$ cat config.mk
export PLATFORM = sky130hd
export DESIGN_NAME = grid_index_and_neighbors_core
export DESIGN_NICKNAME = d
export VERILOG_FILES = /design/src/hw/rtl/gin_pkg.sv /design/src/hw/rtl/gin_cfg.sv /design/src/hw/rtl/gin_front.sv /design/src/hw/rtl/gin_queue.sv /design/src/hw/rtl/gin_back.sv /design/src/hw/rtl/grid_index_and_neighbors_core.sv
export SDC_FILE = /design/constraint.sdc
export NUM_CORES = 2
export LEC_CHECK = 0
export BUFFER_PORTS_ARGS = -buffer_cell sky130_fd_sc_hd__buf_2
export CORE_ASPECT_RATIO = 0.9
export CORE_MARGIN = 3
export CORE_UTILIZATION = 28
export CTS_BUF_LIST = sky130_fd_sc_hd__clkbuf_16
export DETAILED_ROUTE_END_ITERATION = 6
export MAX_ROUTING_LAYER = met4
export PLACE_DENSITY = 0.55
export SYNTH_ARGS = -nofsm -noshare
export SYNTH_HDL_FRONTEND = slang
export SYNTH_SLANG_ARGS = --single-unit
$ cat constraint.sdc
create_clock -name clk -period 9.45 [get_ports clk]
set_input_delay 1.89 -clock clk [delete_from_list [all_inputs] [get_ports clk]]
set_output_delay 1.89 -clock clk [all_outputs]
set_load 0.01 [all_outputs]
$ cat src/hw/rtl/gin_pkg.sv
// Shared types, codes and constants for the grid index and neighbor core.
// Used by every module under hw/rtl; depends on nothing else.
`default_nettype none

package gin_pkg;

  // Number of dimensions the hardware carries registers for.
  localparam int HW_DIMS = 4;
  // Largest dimension count that is honored; larger settings saturate.
  localparam int MAX_DIMS = 4;
  localparam int DIMS_CAP = (MAX_DIMS < HW_DIMS) ? MAX_DIMS : HW_DIMS;
  // Entries in the queue between front and back.
  localparam int QUEUE_DEPTH = 2;

  // Operation codes carried on s_tuser.
  localparam logic [1:0] FUNC_C2I = 2'd0;
  localparam logic [1:0] FUNC_I2C = 2'd1;
  localparam logic [1:0] FUNC_NBR = 2'd2;
  localparam logic [1:0] FUNC_BAD = 2'd3;

  // Register indexes on the configuration port.
  localparam logic [2:0] REG_NUM_DIMS = 3'd0;
  localparam logic [2:0] REG_SIZE0    = 3'd1;
  localparam logic [2:0] REG_SIZE1    = 3'd2;
  localparam logic [2:0] REG_SIZE2    = 3'd3;
  localparam logic [2:0] REG_SIZE3    = 3'd4;

  // Bit positions of the flags on m_tuser.
  localparam int USER_PRESENT = 0;
  localparam int USER_OOR     = 1;

  // Effective grid configuration handed to front and back.
  typedef struct packed {
    logic [2:0]                n;       // dimensions in use, 1..DIMS_CAP
    logic [HW_DIMS-1:0][7:0]   size;    // sizes with zero read as one
    logic [HW_DIMS-1:0][31:0]  stride;  // index step per dimension
    logic [31:0]               total;   // cell count over the dimensions in use
  } cfg_t;

  // One classified item waiting in the queue.
  typedef struct packed {
    logic [1:0]                func;
    logic                      err;
    logic [31:0]               idx;
    logic [HW_DIMS-1:0][7:0]   coord;
  } cmd_t;

endpackage

`default_nettype wire

$ cat src/hw/rtl/gin_cfg.sv
// Configuration registers with APB-style access and the stride sequencer.
// Depends on gin_pkg.
`default_nettype none

module gin_cfg
  import gin_pkg::*;
(
  input  wire logic        clk,
  input  wire logic        rst,
  input  wire logic        psel,
  input  wire logic        penable,
  input  wire logic        pwrite,
  input  wire logic [4:0]  paddr,
  input  wire logic [31:0] pwdata,
  output logic      [31:0] prdata,
  output logic             pready,
  output cfg_t             cfg,
  output logic             busy
);

  logic [2:0]               num_dims;
  logic [HW_DIMS-1:0][7:0]  size_raw;
  logic [HW_DIMS-1:0][7:0]  size_e;
  logic [HW_DIMS-1:0][31:0] prod;
  logic [1:0]               step;
  logic                     wr;
  logic [2:0]               reg_idx;
  logic [2:0]               n_eff;
  logic [2:0]               n_m1;
  logic [39:0]              prod_wide;

  assign pready  = 1'b1;
  assign wr      = psel && penable && pwrite;
  assign reg_idx = paddr[4:2];

  // Register writes.
  always_ff @(posedge clk) begin
    if (rst) begin
      num_dims <= 3'd2;
      size_raw <= {8'd1, 8'd1, 8'd16, 8'd16};
    end else if (wr) begin
      unique case (reg_idx)
        REG_NUM_DIMS: num_dims    <= pwdata[2:0];
        REG_SIZE0:    size_raw[0] <= pwdata[7:0];
        REG_SIZE1:    size_raw[1] <= pwdata[7:0];
        REG_SIZE2:    size_raw[2] <= pwdata[7:0];
        REG_SIZE3:    size_raw[3] <= pwdata[7:0];
        default: ;
      endcase
    end
  end

  // Register reads.
  always_comb begin
    unique case (reg_idx)
      REG_NUM_DIMS: prdata = {29'd0, num_dims};
      REG_SIZE0:    prdata = {24'd0, size_raw[0]};
      REG_SIZE1:    prdata = {24'd0, size_raw[1]};
      REG_SIZE2:    prdata = {24'd0, size_raw[2]};
      REG_SIZE3:    prdata = {24'd0, size_raw[3]};
      default:      prdata = 32'd0;
    endcase
  end

  // Effective sizes and dimension count.
  always_comb begin
    for (int d = 0; d < HW_DIMS; d++) begin
      size_e[d] = (size_raw[d] == 8'd0) ? 8'd1 : size_raw[d];
    end
    if (num_dims == 3'd0) begin
      n_eff = 3'd1;
    end else if (num_dims > 3'(DIMS_CAP)) begin
      n_eff = 3'(DIMS_CAP);
    end else begin
      n_eff = num_dims;
    end
  end

  // Running products of the sizes, one multiplication per cycle after a write.
  assign prod_wide = prod[step - 2'd1] * size_e[step];

  always_ff @(posedge clk) begin
    if (rst) begin
      busy <= 1'b0;
      step <= 2'd0;
      prod <= {32'd256, 32'd256, 32'd256, 32'd16};
    end else if (wr) begin
      busy <= 1'b1;
      step <= 2'd0;
    end else if (busy) begin
      if (step == 2'd0) begin
        prod[0] <= {24'd0, size_e[0]};
      end else begin
        prod[step] <= prod_wide[31:0];
      end
      step <= step + 2'd1;
      if (step == 2'(HW_DIMS - 1)) begin
        busy <= 1'b0;
      end
    end
  end

  assign n_m1 = n_eff - 3'd1;

  // Strides and cell count as seen by the datapath.
  always_comb begin
    cfg.n    = n_eff;
    cfg.size = size_e;
    cfg.stride[0] = 32'd1;
    for (int d = 1; d < HW_DIMS; d++) begin
      cfg.stride[d] = prod[d - 1];
    end
    cfg.total = prod[n_m1[1:0]];
  end

endmodule

`default_nettype wire

$ cat src/hw/rtl/gin_front.sv
// Input side: accepts items and classifies them, flagging out-of-grid input
// and unknown operation codes. Depends on gin_pkg.
`default_nettype none

module gin_front
  import gin_pkg::*;
(
  input  wire logic        s_tvalid,
  output logic             s_tready,
  input  wire logic [63:0] s_tdata,
  input  wire logic [1:0]  s_tuser,
  input  cfg_t             cfg,
  input  wire logic        cfg_busy,
  input  wire logic        q_full,
  output logic             push,
  output cmd_t             cmd
);

  logic coord_bad;
  logic idx_bad;

  assign s_tready = !q_full && !cfg_busy;
  assign push     = s_tvalid && s_tready;

  // Range checks on the incoming item.
  always_comb begin
    coord_bad = 1'b0;
    for (int d = 0; d < HW_DIMS; d++) begin
      if ((3'(d) < cfg.n) && (s_tdata[32 + 8*d +: 8] >= cfg.size[d])) begin
        coord_bad = 1'b1;
      end
    end
    idx_bad = s_tdata[31:0] >= cfg.total;
  end

  // Classified command for the back end.
  always_comb begin
    cmd.func  = s_tuser;
    cmd.idx   = s_tdata[31:0];
    cmd.coord = s_tdata[63:32];
    unique case (s_tuser) inside
      FUNC_C2I:           cmd.err = coord_bad;
      FUNC_I2C, FUNC_NBR: cmd.err = idx_bad;
      default:            cmd.err = 1'b1;
    endcase
  end

endmodule

`default_nettype wire

$ cat src/hw/rtl/gin_queue.sv
// Short queue of classified commands between front and back.
// Depends on gin_pkg.
`default_nettype none

module gin_queue
  import gin_pkg::*;
(
  input  wire logic clk,
  input  wire logic rst,
  input  wire logic push,
  input  cmd_t      din,
  output logic      full,
  input  wire logic pop,
  output cmd_t      dout,
  output logic      empty
);

  localparam int PTR_W = (QUEUE_DEPTH > 1) ? $clog2(QUEUE_DEPTH) : 1;
  localparam int CNT_W = $clog2(QUEUE_DEPTH + 1);

  cmd_t             mem [QUEUE_DEPTH];
  logic [PTR_W-1:0] wr_ptr;
  logic [PTR_W-1:0] rd_ptr;
  logic [CNT_W-1:0] count;

  assign full  = (count == CNT_W'(QUEUE_DEPTH));
  assign empty = (count == '0);
  assign dout  = mem[rd_ptr];

  // Storage.
  always_ff @(posedge clk) begin
    if (push) begin
      mem[wr_ptr] <= din;
    end
  end

  // Pointers and fill count.
  always_ff @(posedge clk) begin
    if (rst) begin
      wr_ptr <= '0;
      rd_ptr <= '0;
      count  <= '0;
    end else begin
      if (push) begin
        wr_ptr <= (wr_ptr == PTR_W'(QUEUE_DEPTH - 1)) ? '0 : wr_ptr + 1'b1;
      end
      if (pop) begin
        rd_ptr <= (rd_ptr == PTR_W'(QUEUE_DEPTH - 1)) ? '0 : rd_ptr + 1'b1;
      end
      if (push && !pop) begin
        count <= count + 1'b1;
      end else if (pop && !push) begin
        count <= count - 1'b1;
      end
    end
  end

endmodule

`default_nettype wire

$ cat src/hw/rtl/gin_back.sv
// Execution side: index arithmetic, serial division, neighbor emission and
// the output register. Depends on gin_pkg.
`default_nettype none

module gin_back
  import gin_pkg::*;
(
  input  wire logic        clk,
  input  wire logic        rst,
  input  cfg_t             cfg,
  input  wire logic        q_empty,
  input  cmd_t             q_dout,
  output logic             pop,
  output logic             m_tvalid,
  input  wire logic        m_tready,
  output logic [63:0]      m_tdata,   // result_index, out_coord_0..3
  output logic [1:0]       m_tuser,   // present, out_of_range
  output logic             m_tlast
);

  typedef enum logic [3:0] {
    S_IDLE = 4'b0001,
    S_ACC  = 4'b0010,
    S_DIV  = 4'b0100,
    S_EMIT = 4'b1000
  } state_t;

  state_t                  state;
  cmd_t                    cur;
  logic [1:0]              dim;
  logic [2:0]              bitc;
  logic [7:0]              quo;
  logic [31:0]             rem;
  logic [31:0]             acc;
  logic [HW_DIMS-1:0][7:0] crd;
  logic [2:0]              k;

  logic [2:0]  n_m1;
  logic [39:0] trial;
  logic        ge;
  logic [7:0]  quo_next;
  logic [39:0] mac;
  logic        out_free;
  logic        emit;
  logic [1:0]  nd;
  logic [3:0]  k_last;
  logic [31:0] r_idx;
  logic [HW_DIMS-1:0][7:0] r_crd;
  logic        r_pres;
  logic        r_oor;
  logic        r_last;

  assign n_m1     = cfg.n - 3'd1;
  assign pop      = (state == S_IDLE) && !q_empty;
  assign out_free = !m_tvalid || m_tready;
  assign emit     = (state == S_EMIT) && out_free;

  // One restoring-division step: one quotient bit per cycle.
  assign trial    = {8'd0, cfg.stride[dim]} << bitc;
  assign ge       = {8'd0, rem} >= trial;
  assign quo_next = quo | (ge ? (8'd1 << bitc) : 8'd0);

  // Multiply-accumulate for coordinates to index.
  assign mac = cur.coord[dim] * cfg.stride[dim];

  // Result selection for the current emission.
  assign nd     = k[2:1];
  assign k_last = ({1'b0, cfg.n} << 1) - 4'd1;

  always_comb begin
    r_idx  = 32'd0;
    r_crd  = '0;
    r_pres = 1'b0;
    r_oor  = 1'b0;
    r_last = 1'b1;
    if (cur.err) begin
      r_oor = 1'b1;
    end else begin
      case (cur.func)
        FUNC_C2I: begin
          r_idx  = acc;
          r_pres = 1'b1;
        end
        FUNC_I2C: begin
          r_idx  = cur.idx;
          r_crd  = crd;
          r_pres = 1'b1;
        end
        default: begin
          r_last = ({1'b0, k} == k_last);
          if (!k[0]) begin
            r_pres = (crd[nd] != 8'd0);
            r_idx  = r_pres ? cur.idx - cfg.stride[nd] : 32'd0;
          end else begin
            r_pres = (crd[nd] != cfg.size[nd] - 8'd1);
            r_idx  = r_pres ? cur.idx + cfg.stride[nd] : 32'd0;
          end
        end
      endcase
    end
  end

  // Sequencer.
  always_ff @(posedge clk) begin
    if (rst) begin
      state <= S_IDLE;
      dim   <= 2'd0;
      bitc  <= 3'd7;
      k     <= 3'd0;
    end else begin
      unique case (state)
        S_IDLE: begin
          if (pop) begin
            k    <= 3'd0;
            bitc <= 3'd7;
            if (q_dout.err) begin
              state <= S_EMIT;
            end else if (q_dout.func == FUNC_C2I) begin
              dim   <= 2'd0;
              state <= S_ACC;
            end else begin
              dim   <= n_m1[1:0];
              state <= S_DIV;
            end
          end
        end
        S_ACC: begin
          if (dim == n_m1[1:0]) begin
            state <= S_EMIT;
          end else begin
            dim <= dim + 2'd1;
          end
        end
        S_DIV: begin
          bitc <= bitc - 3'd1;
          if (bitc == 3'd0) begin
            if (dim == 2'd0) begin
              state <= S_EMIT;
            end else begin
              dim <= dim - 2'd1;
            end
          end
        end
        S_EMIT: begin
          if (out_free) begin
            k <= k + 3'd1;
            if (r_last) begin
              state <= S_IDLE;
            end
          end
        end
        default: state <= S_IDLE;
      endcase
    end
  end

  // Datapath registers.
  always_ff @(posedge clk) begin
    if (pop) begin
      cur <= q_dout;
      acc <= 32'd0;
      rem <= q_dout.idx;
      quo <= 8'd0;
      crd <= '0;
    end
    if (state == S_ACC) begin
      acc <= acc + mac[31:0];
    end
    if (state == S_DIV) begin
      if (ge) begin
        rem <= rem - trial[31:0];
      end
      if (bitc == 3'd0) begin
        crd[dim] <= quo_next;
        quo      <= 8'd0;
      end else begin
        quo <= quo_next;
      end
    end
  end

  // Output register: loads when empty or while the previous result is taken.
  always_ff @(posedge clk) begin
    if (rst) begin
      m_tvalid <= 1'b0;
    end else if (emit) begin
      m_tvalid <= 1'b1;
    end else if (m_tready) begin
      m_tvalid <= 1'b0;
    end
  end

  always_ff @(posedge clk) begin
    if (emit) begin
      m_tdata               <= {r_crd, r_idx};
      m_tuser[USER_PRESENT] <= r_pres;
      m_tuser[USER_OOR]     <= r_oor;
      m_tlast               <= r_last;
    end
  end

  // An error result is always single and never marks a neighbor.
  a_oor_last: assert property (@(posedge clk) disable iff (rst)
    m_tvalid && m_tuser[USER_OOR] |-> m_tlast && !m_tuser[USER_PRESENT])
    else $error("error result without last or with present");

  // Neighbor emission never runs past the last dimension in use.
  a_k_range: assert property (@(posedge clk) disable iff (rst)
    (state == S_EMIT) && !cur.err && (cur.func == FUNC_NBR)
      |-> ({1'b0, k} <= k_last))
    else $error("neighbor counter beyond dimension count");

  // A popped command always starts work.
  a_pop_start: assert property (@(posedge clk) disable iff (rst)
    pop |=> (state != S_IDLE))
    else $error("command popped but sequencer idle");

endmodule

`default_nettype wire

$ cat src/hw/rtl/grid_index_and_neighbors_core.sv
// Top level of the grid index and neighbor core.
// Depends on gin_pkg, gin_cfg, gin_front, gin_queue and gin_back.
//
// Channel   Direction  Transfer condition              Payload
// s_*       in         s_tvalid & s_tready             tuser func, tdata index+coords
// m_*       out        m_tvalid & m_tready             tuser flags, tdata index+coords
// APB       in         psel & penable & pwrite         num_dims, size_dim0..3
//
// Coordinates to index use one multiply-add per dimension. Index to coordinates
// and neighbors recover each coordinate with the one-bit-per-cycle divider.
// After any register write, the stride sequencer holds s_tready low while it
// recomputes the strides; reset loads the strides directly. A stalled output
// holds the back end; the queue keeps accepting up to two items meanwhile.
`default_nettype none

module grid_index_and_neighbors_core
  import gin_pkg::*;
(
  input  wire logic        clk,
  input  wire logic        rst,
  input  wire logic        s_tvalid,
  output logic             s_tready,
  input  wire logic [63:0] s_tdata,   // cell_index, coord_0, coord_1, coord_2, coord_3
  input  wire logic [1:0]  s_tuser,   // func
  output logic             m_tvalid,
  input  wire logic        m_tready,
  output logic [63:0]      m_tdata,   // result_index, out_coord_0..out_coord_3
  output logic [1:0]       m_tuser,   // present, out_of_range
  output logic             m_tlast,
  input  wire logic        psel,
  input  wire logic        penable,
  input  wire logic        pwrite,
  input  wire logic [4:0]  paddr,
  input  wire logic [31:0] pwdata,
  output logic      [31:0] prdata,
  output logic             pready
);

  cfg_t cfg;
  logic cfg_busy;
  logic q_full;
  logic q_empty;
  logic push;
  logic pop;
  cmd_t cmd_in;
  cmd_t cmd_out;

  gin_cfg u_cfg (
    .clk     (clk),
    .rst     (rst),
    .psel    (psel),
    .penable (penable),
    .pwrite  (pwrite),
    .paddr   (paddr),
    .pwdata  (pwdata),
    .prdata  (prdata),
    .pready  (pready),
    .cfg     (cfg),
    .busy    (cfg_busy)
  );

  gin_front u_front (
    .s_tvalid (s_tvalid),
    .s_tready (s_tready),
    .s_tdata  (s_tdata),
    .s_tuser  (s_tuser),
    .cfg      (cfg),
    .cfg_busy (cfg_busy),
    .q_full   (q_full),
    .push     (push),
    .cmd      (cmd_in)
  );

  gin_queue u_queue (
    .clk   (clk),
    .rst   (rst),
    .push  (push),
    .din   (cmd_in),
    .full  (q_full),
    .pop   (pop),
    .dout  (cmd_out),
    .empty (q_empty)
  );

  gin_back u_back (
    .clk      (clk),
    .rst      (rst),
    .cfg      (cfg),
    .q_empty  (q_empty),
    .q_dout   (cmd_out),
    .pop      (pop),
    .m_tvalid (m_tvalid),
    .m_tready (m_tready),
    .m_tdata  (m_tdata),
    .m_tuser  (m_tuser),
    .m_tlast  (m_tlast)
  );

endmodule

`default_nettype wire

== After elaboration in Yosys (flattened, before gate mapping) ==
Memory sizes are Yosys's and may differ from the RTL's. A register that Yosys moved wholly into a read port is not among the register bits.
Index checks and enable logic that the tools add are counted.

* Memories: 1
* Input port bits: 110
* Memory bits (writable): 134
* Flip-flop bits (word level): 421
* ROM bits: 0
* Latch bits: 0
* Output and inout port bits: 102
* Logic and storage cells: 254

* Bitwise logic cells: 4
* Reduce and logical (&&, ||, !) cells: 57
* Multipliers: 2
* Shift-type cells: 2
* Multiplexer cells: 90
* Add/subtract/negate cells: 17
* Equality and inequality tests: 25
* $lt $le $gt $ge: 18
* Divide/modulo/power cells: 0

{| class="wikitable"
|+ Memories
! memory !! depth !! bits a word !! rd ports !! clocked after Yosys merged registers in !! write ports !! line !! text
|-
| u_queue.mem || 2 || 67 || 1 || 1 || 1 || gin_queue.sv:21 || <nowiki>cmd_t mem [QUEUE_DEPTH];</nowiki>
|}

{| class="wikitable"
|+ Operators by type and width
! operator !! count
|-
| $mux W32 || 17
|-
| $bmux W32 S2 || 4
|-
| $bwmux W128 || 1
|-
| $mux W8 || 13
|-
| $add A32 B32 Y32 || 2
|-
| $bmux W8 S2 || 4
|-
| $demux W32 S2 || 1
|-
| $pmux W32 S2 || 1
|-
| $sub A32 B32 Y32 || 2
|-
| $ge A32 B40 Y1 || 1
|-
| $pmux W8 S5 || 1
|-
| $shl A32 B3 Y40 || 1
|-
| $bwmux W32 || 1
|-
| $ge A32 B32 Y1 || 1
|-
| $ge A8 B8 Y1 || 4
|-
| $logic_not A8 Y1 || 4
|-
| $mul A32 B8 Y32 || 1
|-
| $mul A8 B32 Y32 || 1
|-
| $mux W4 || 7
|-
| $mux W1 || 20
|-
| $mux W3 || 6
|-
| $demux W8 S2 || 1
|-
| $mux W2 || 8
|-
| $pmux W4 S4 || 1
|-
| other kinds (44) || 112
|}

== Logic depth before layout (Yosys ltp) ==
* Depth in word-level cells: 10
* Gate-level depth with buffers: 29
* Mapped depth without buffers: 23

== By module ==
From an unflattened synthesis, not the netlist that was laid out.

* Cells, all modules: 5259
* Area total of the unflattened synthesis: 48968.2 um^2

{| class="wikitable"
|+ By module, submodules not included
! module !! area an instance (um^2) !! times used !! cells each !! sequential area each (um^2)
|-
| gin_back || 25533.2 || 1 || 2811 || 6766.5
|-
| gin_cfg || 16139.2 || 1 || 1927 || 3323.2
|-
| gin_queue || 5154.9 || 1 || 230 || 4124.0
|-
| gin_front || 2140.8 || 1 || 291 || 0.0
|}

== Worst setup path after synthesis ==
Ideal clock, no wire load.

* Kind: reg-to-reg
* From: reg u_cfg.step[0]
* To: reg u_cfg.prod, in the netlist u_cfg.cfg[127]
* Data arrival time: 7556 ps
* Cell stages (with the launch flop): 26
* Data required time: 9316 ps
* Period minus slack after synthesis: 7690 ps
* Buffers on the path: 6
* Path slack: 1760 ps
* Library setup time: 134 ps
* Cells stage by stage: dfxtp_1 > buf_2 > buf_2 > buf_2 > buf_2 > inv_1 > ha_1 > clkbuf_1 > clkbuf_1 > mux4_2 > and2_1 > fa_1 > fa_1 > fa_1 > inv_1 > fa_1 > inv_1 > ha_1 > a2111oi_0 > a211oi_1 > o41ai_2 > o31ai_1 > a211oi_1 > a21oi_1 > xnor2_1 > a211oi_1

* Word-level cells in the longest chain between the ends: 5
* Elaborated cells on any way between the ends: 15
* Classes of those cells: add/sub (1); mul (1); order compare (2); mux (7); bitwise (1); reduce/logical (3)

{| class="wikitable"
|+ Ends and longest elaborated chain
! what !! line !! text
|-
| start: declaration || gin_cfg.sv:25 || <nowiki>logic [1:0] step;</nowiki>
|-
| start signal: assignment || gin_cfg.sv:96 || <nowiki>step <= step + 2'd1;</nowiki>
|-
| $sub A2 B1 Y2 (tied with other cells) || gin_cfg.sv:80 || <nowiki>assign prod_wide = prod[step - 2'd1] * size_e[step];</nowiki>
|-
| $bmux W32 S2 / $logic_and A1 B1 Y1 (equally long branches) || gin_cfg.sv:80, gin_cfg.sv:94 ||
|-
| $mux W32 (on tied branches) || gin_cfg.sv:80, gin_cfg.sv:94 ||
|-
| $mul A32 B8 Y32 / $demux W32 S2 (equally long branches) || -- ||
|-
| $bwmux W128 || gin_cfg.sv:94 || <nowiki>prod[step] <= prod_wide[31:0];</nowiki>
|-
| end signal: assignment || gin_cfg.sv:86 || <nowiki>prod <= {32'd256, 32'd256, 32'd256, 32'd16};</nowiki>
|-
| end signal: indexed assignment || gin_cfg.sv:94 ||
|-
| end: declaration || gin_cfg.sv:24 || <nowiki>logic [HW_DIMS-1:0][31:0] prod;</nowiki>
|}

Several ways; a longest one is shown, not always the timed one. The select of a mux whose other input is x is not followed.
A chain may end at the register's enable or synchronous reset.

== Final worst setup path ==
* From: reg u_cfg.step[1]
* To: reg u_cfg.prod[127] (netlist bit)

The elaborated chain is that of the path after synthesis.

==> impl_metrics.csv <==
group,metric,value,unit
cts,hold_buffers,0,
hold_path,min-delay-path-class,"flip-flop to flip-flop",
timing,relSlewSlack,13.5,%
power_and_ir_drop,power,0.0103,W
setup_path,crit_start,"u_cfg.step[1]",
floorplan,die_width,438,um
timing,tightest_slew,1.28,ns
logic_synthesis,synthTopCellsByCount,"nand2_1 (535), inv_1 (526), fa_1 (345)",
logic_synthesis,synth-compound-area-share,11.8,%
timing,fin_setup_tns,0,ns
cells_and_area,area_growth,11.0,%
timing,setup_viol,0,
place,place_hpwl,119000,um
floorplan,core_area,0.167,mm2
place,place_ws,1.62,ns
cells_and_area,nFillCells,17259,
setup_path,r2r_start,"u_cfg.step[1]",
timing,drv_slew,0,
power_and_ir_drop,p_leak,20.6,nW
timing,rsz0062_at_grt,"false",
floorplan,die-area,0.173,mm2
setup_path,cp.required,9.97,ns
cts,cts_buffers,58,
logic_synthesis,synth_top_family_by_area,"adder cells",
timing,fin_crit,8.06,ns
timing,min_period_over_period,85.3,%
grt,grt_pass1_vias,35639,
logic_synthesis,yosysMostFrequentCell,"nand2_1",
detailed_routing,drt-total-wl,154000,um
cts,cts_resized,0,
job,cap_violations,0,
cts,root_buffer,"clkbuf_16",
logic_synthesis,ys_seq_area_share,30.2,%
setup_path,cp-end-kind,"flip-flop",
logic_synthesis,synth-xor-area-share,2.68,%
place,gp_congestion,0.928,
setup_path,arrival,8.58,ns
grt,antenna_found_initial,39,
cells_and_area,finalNetCount,5595,
floorplan,rows,142,
detailed_routing,via_per_inst,5.05,
floorplan,pin_count,212,
cells_and_area,fin_cells,7191,
setup_path,endpoint,"u_cfg.prod[127]",
timing,fin_worst_skew,0.0396,ns
detailed_routing,first_iter_violations,3075,
place,port_buffers,160,
logic_synthesis,synth_edf_count,308,
setup_path,reg2reg_slack,1.39,ns
logic_synthesis,ys_ff_latch,556,
logic_synthesis,ys_warn_count,0,
grt,groute.usage.overall,18.1,%
logic_synthesis,synth_mux_area_share,11.5,%
cells_and_area,multi_input_area,0.0299,mm2
cts,cts_tree,"done",
cts,post_cts_buffers,0,
logic_synthesis,synth.distinct_cells,93,
setup_path,startpoint_type,"flip-flop",
timing,fmax,124,MHz
logic_synthesis,syn-cell-area,0.0471,mm2
logic_synthesis,yosys.area.top_type,"edfxtp_1",
outcome,status,"complete, no violations",
detailed_routing,drcViolationCount,0,
cts,clk_latency,0.68,ns
timing,fin_ws,1.39,ns
logic_synthesis,yosys.area_share.adder,21.4,%
cells_and_area,drive_above_1_share,12.8,%
cts,htreeDepth,2,
floorplan,die_h,395,um
setup_path,r2r-end,"u_cfg.prod[127]",
logic_synthesis,netlist_instances,4841,
cts,clock-sinks,556,
grt,grt_max_degree,88,
timing,hold_viol_final,0,
cells_and_area,regArea,0.0142,mm2
detailed_routing,wl_per_cell,21.4,um
logic_synthesis,yosys-top-cells-area,"edfxtp_1 (20%), fa_1 (15%), dfxtp_1 (11%)",
grt,grt-ovfl-total,0,
logic_synthesis,ys_async_sr_fraction,0,%
detailed_routing,dr.pass1.iters,6,
logic_synthesis,synth.avg_cell_area,9.73,um2
setup_path,ff2ff_path_depth,21,
floorplan,initial_core_util,28.2,%
logic_synthesis,yosysTopAreaCellShare,19.6,%
cts,clk_pin_slew_worst_paths,0.07,ns
power_and_ir_drop,max-vdd-ir-drop,0.142,mV
detailed_routing,vias,36289,
timing,holdWs,0.470,ns
power_and_ir_drop,power_density,197,mW/mm2
logic_synthesis,synthSimpleGateAreaFrac,15.6,%
setup_path,worstSetupPathType,"flip-flop to flip-flop",
logic_synthesis,ys.flop_type,"edfxtp_1",
place,dp.cells,7058,
grt,grt_pass1_wl,232000,um
cts,clock_path_buffers,3,
detailed_routing,drtAntennaViolNets,0,
setup_path,critPathMaxFanout,15,
metal layers:
layer	GRT usage [%]	share of wire (%)	wire (um)	vias up
met4	3.69	2.0	3060	0
met3	3.66	8.4	12900	165
met1	25.4	46	70300	18199
met5	-	0	0	-
li1	-	-	-	16671
met2	26.9	44	67700	1254
cells in the final DEF (no fill, tap or decap), drive strengths merged, types with 19 or more instances in the layout:
cell type and n:
dfxtp 248, a21o 75, nor3 68, mux4 119
o21ai 169, nand2b 54, conb 25, nor2b 126
a211oi 63, xnor2 110, or3 19, diode 23
clkinv 32, a311oi 28, xor2 34, mux2 109
nand3 96, inv 540, fa 345, mux2i 152
buf 244, clkbuf 59, nand3b 24, o211ai 30
a31oi 21, o21a 63, nand2 535, a21oi 233
edfxtp 308, nor2 262, and2 230, ha 254
area by class of cell:
type	count	share of cell area, %
Clock inverter	51	0.790
Multi-Input combinational cell	3496	57.1
Timing Repair Buffer	244	2.74
Sequential cell	556	27.2
Tap cell	2232	5.34
Clock buffer	59	2.82
Antenna cell	23	0.110
Inverter	530	3.81
worst min path at each step:
stage | cells after the start | start | to | slack (ns)
final | 2 | u_cfg.prod[99] | u_cfg.prod[99] | 0.47
after global routing | 2 | u_cfg.prod[99] | u_cfg.prod[99] | 0.49
after CTS | 2 | u_cfg.prod[99] | u_cfg.prod[99] | 0.47
after detailed placement | 2 | u_cfg.prod[99] | u_cfg.prod[99] | 0.46
after global placement | 2 | u_cfg.prod[102] | u_cfg.prod[102] | 0.46
after floorplan | 0 | u_back.cur[64] | u_back.m_tuser[1] | 0.42
stage by stage:
| stage | util, % | area (um2) |
|---|---|---|
| after floorplan | - | 47200 |
| after global placement | 30.2 | 50300 |
| after detailed placement | 30.2 | 50300 |
| after CTS | 31.3 | 52200 |
| after global routing | 31.3 | 52200 |
| final | 31.3 | 52300 |
worst max-delay path, stage by stage, from the launching register on:
cell and delay, ns:
dfxtp_1 0.60, inv_1 0.17, ha_1 1.02, buf_4 0.30, mux4_2 0.42, and2_1 0.21, fa_1 0.51, fa_1 0.51
fa_1 0.49, inv_1 0.05, fa_1 0.49, inv_1 0.04, ha_1 0.41, and3_1 0.24, nand4_1 0.24, a211oi_1 0.63
o41ai_2 0.22, o31ai_1 0.53, a211oi_1 0.23, a21oi_1 0.22, xnor2_1 0.22, a211oi_1 0.13
power breakdown:
part           switching, W  total, W  internal, W
clock network       0.00107   0.00232      0.00125
logic               0.00299   0.00461      0.00161
registers          0.000252   0.00339      0.00313
total               0.00432    0.0103      0.00600
sequential cells by signal (all words and copies together) (netlist names), 3 cells and up, named ones only:
signal and flops:
u_queue.mem 134, u_cfg.cfg 96, u_back.cur 67, u_back.m_tdata 64, u_back.acc 32, u_back.crd 32, u_back.rem 32, u_cfg.prod 32
u_cfg.size_raw 32, u_back.quo 8, u_back.state 4, u_back.bitc 3, u_back.k 3, u_cfg.num_dims 3
cells by family after synthesis:
| group | Yosys count |
|---|---|
| buffers and inverters | 812 |
| adders and majority gates | 599 |
| and+or+nand+nor | 1506 |
| muxes | 380 |
| xor gates and xnor gates | 144 |
| AOI/OAI and AO/OA | 842 |
| DFF | 556 |
| other | 2 |
(Power assumes the default switching activity.)
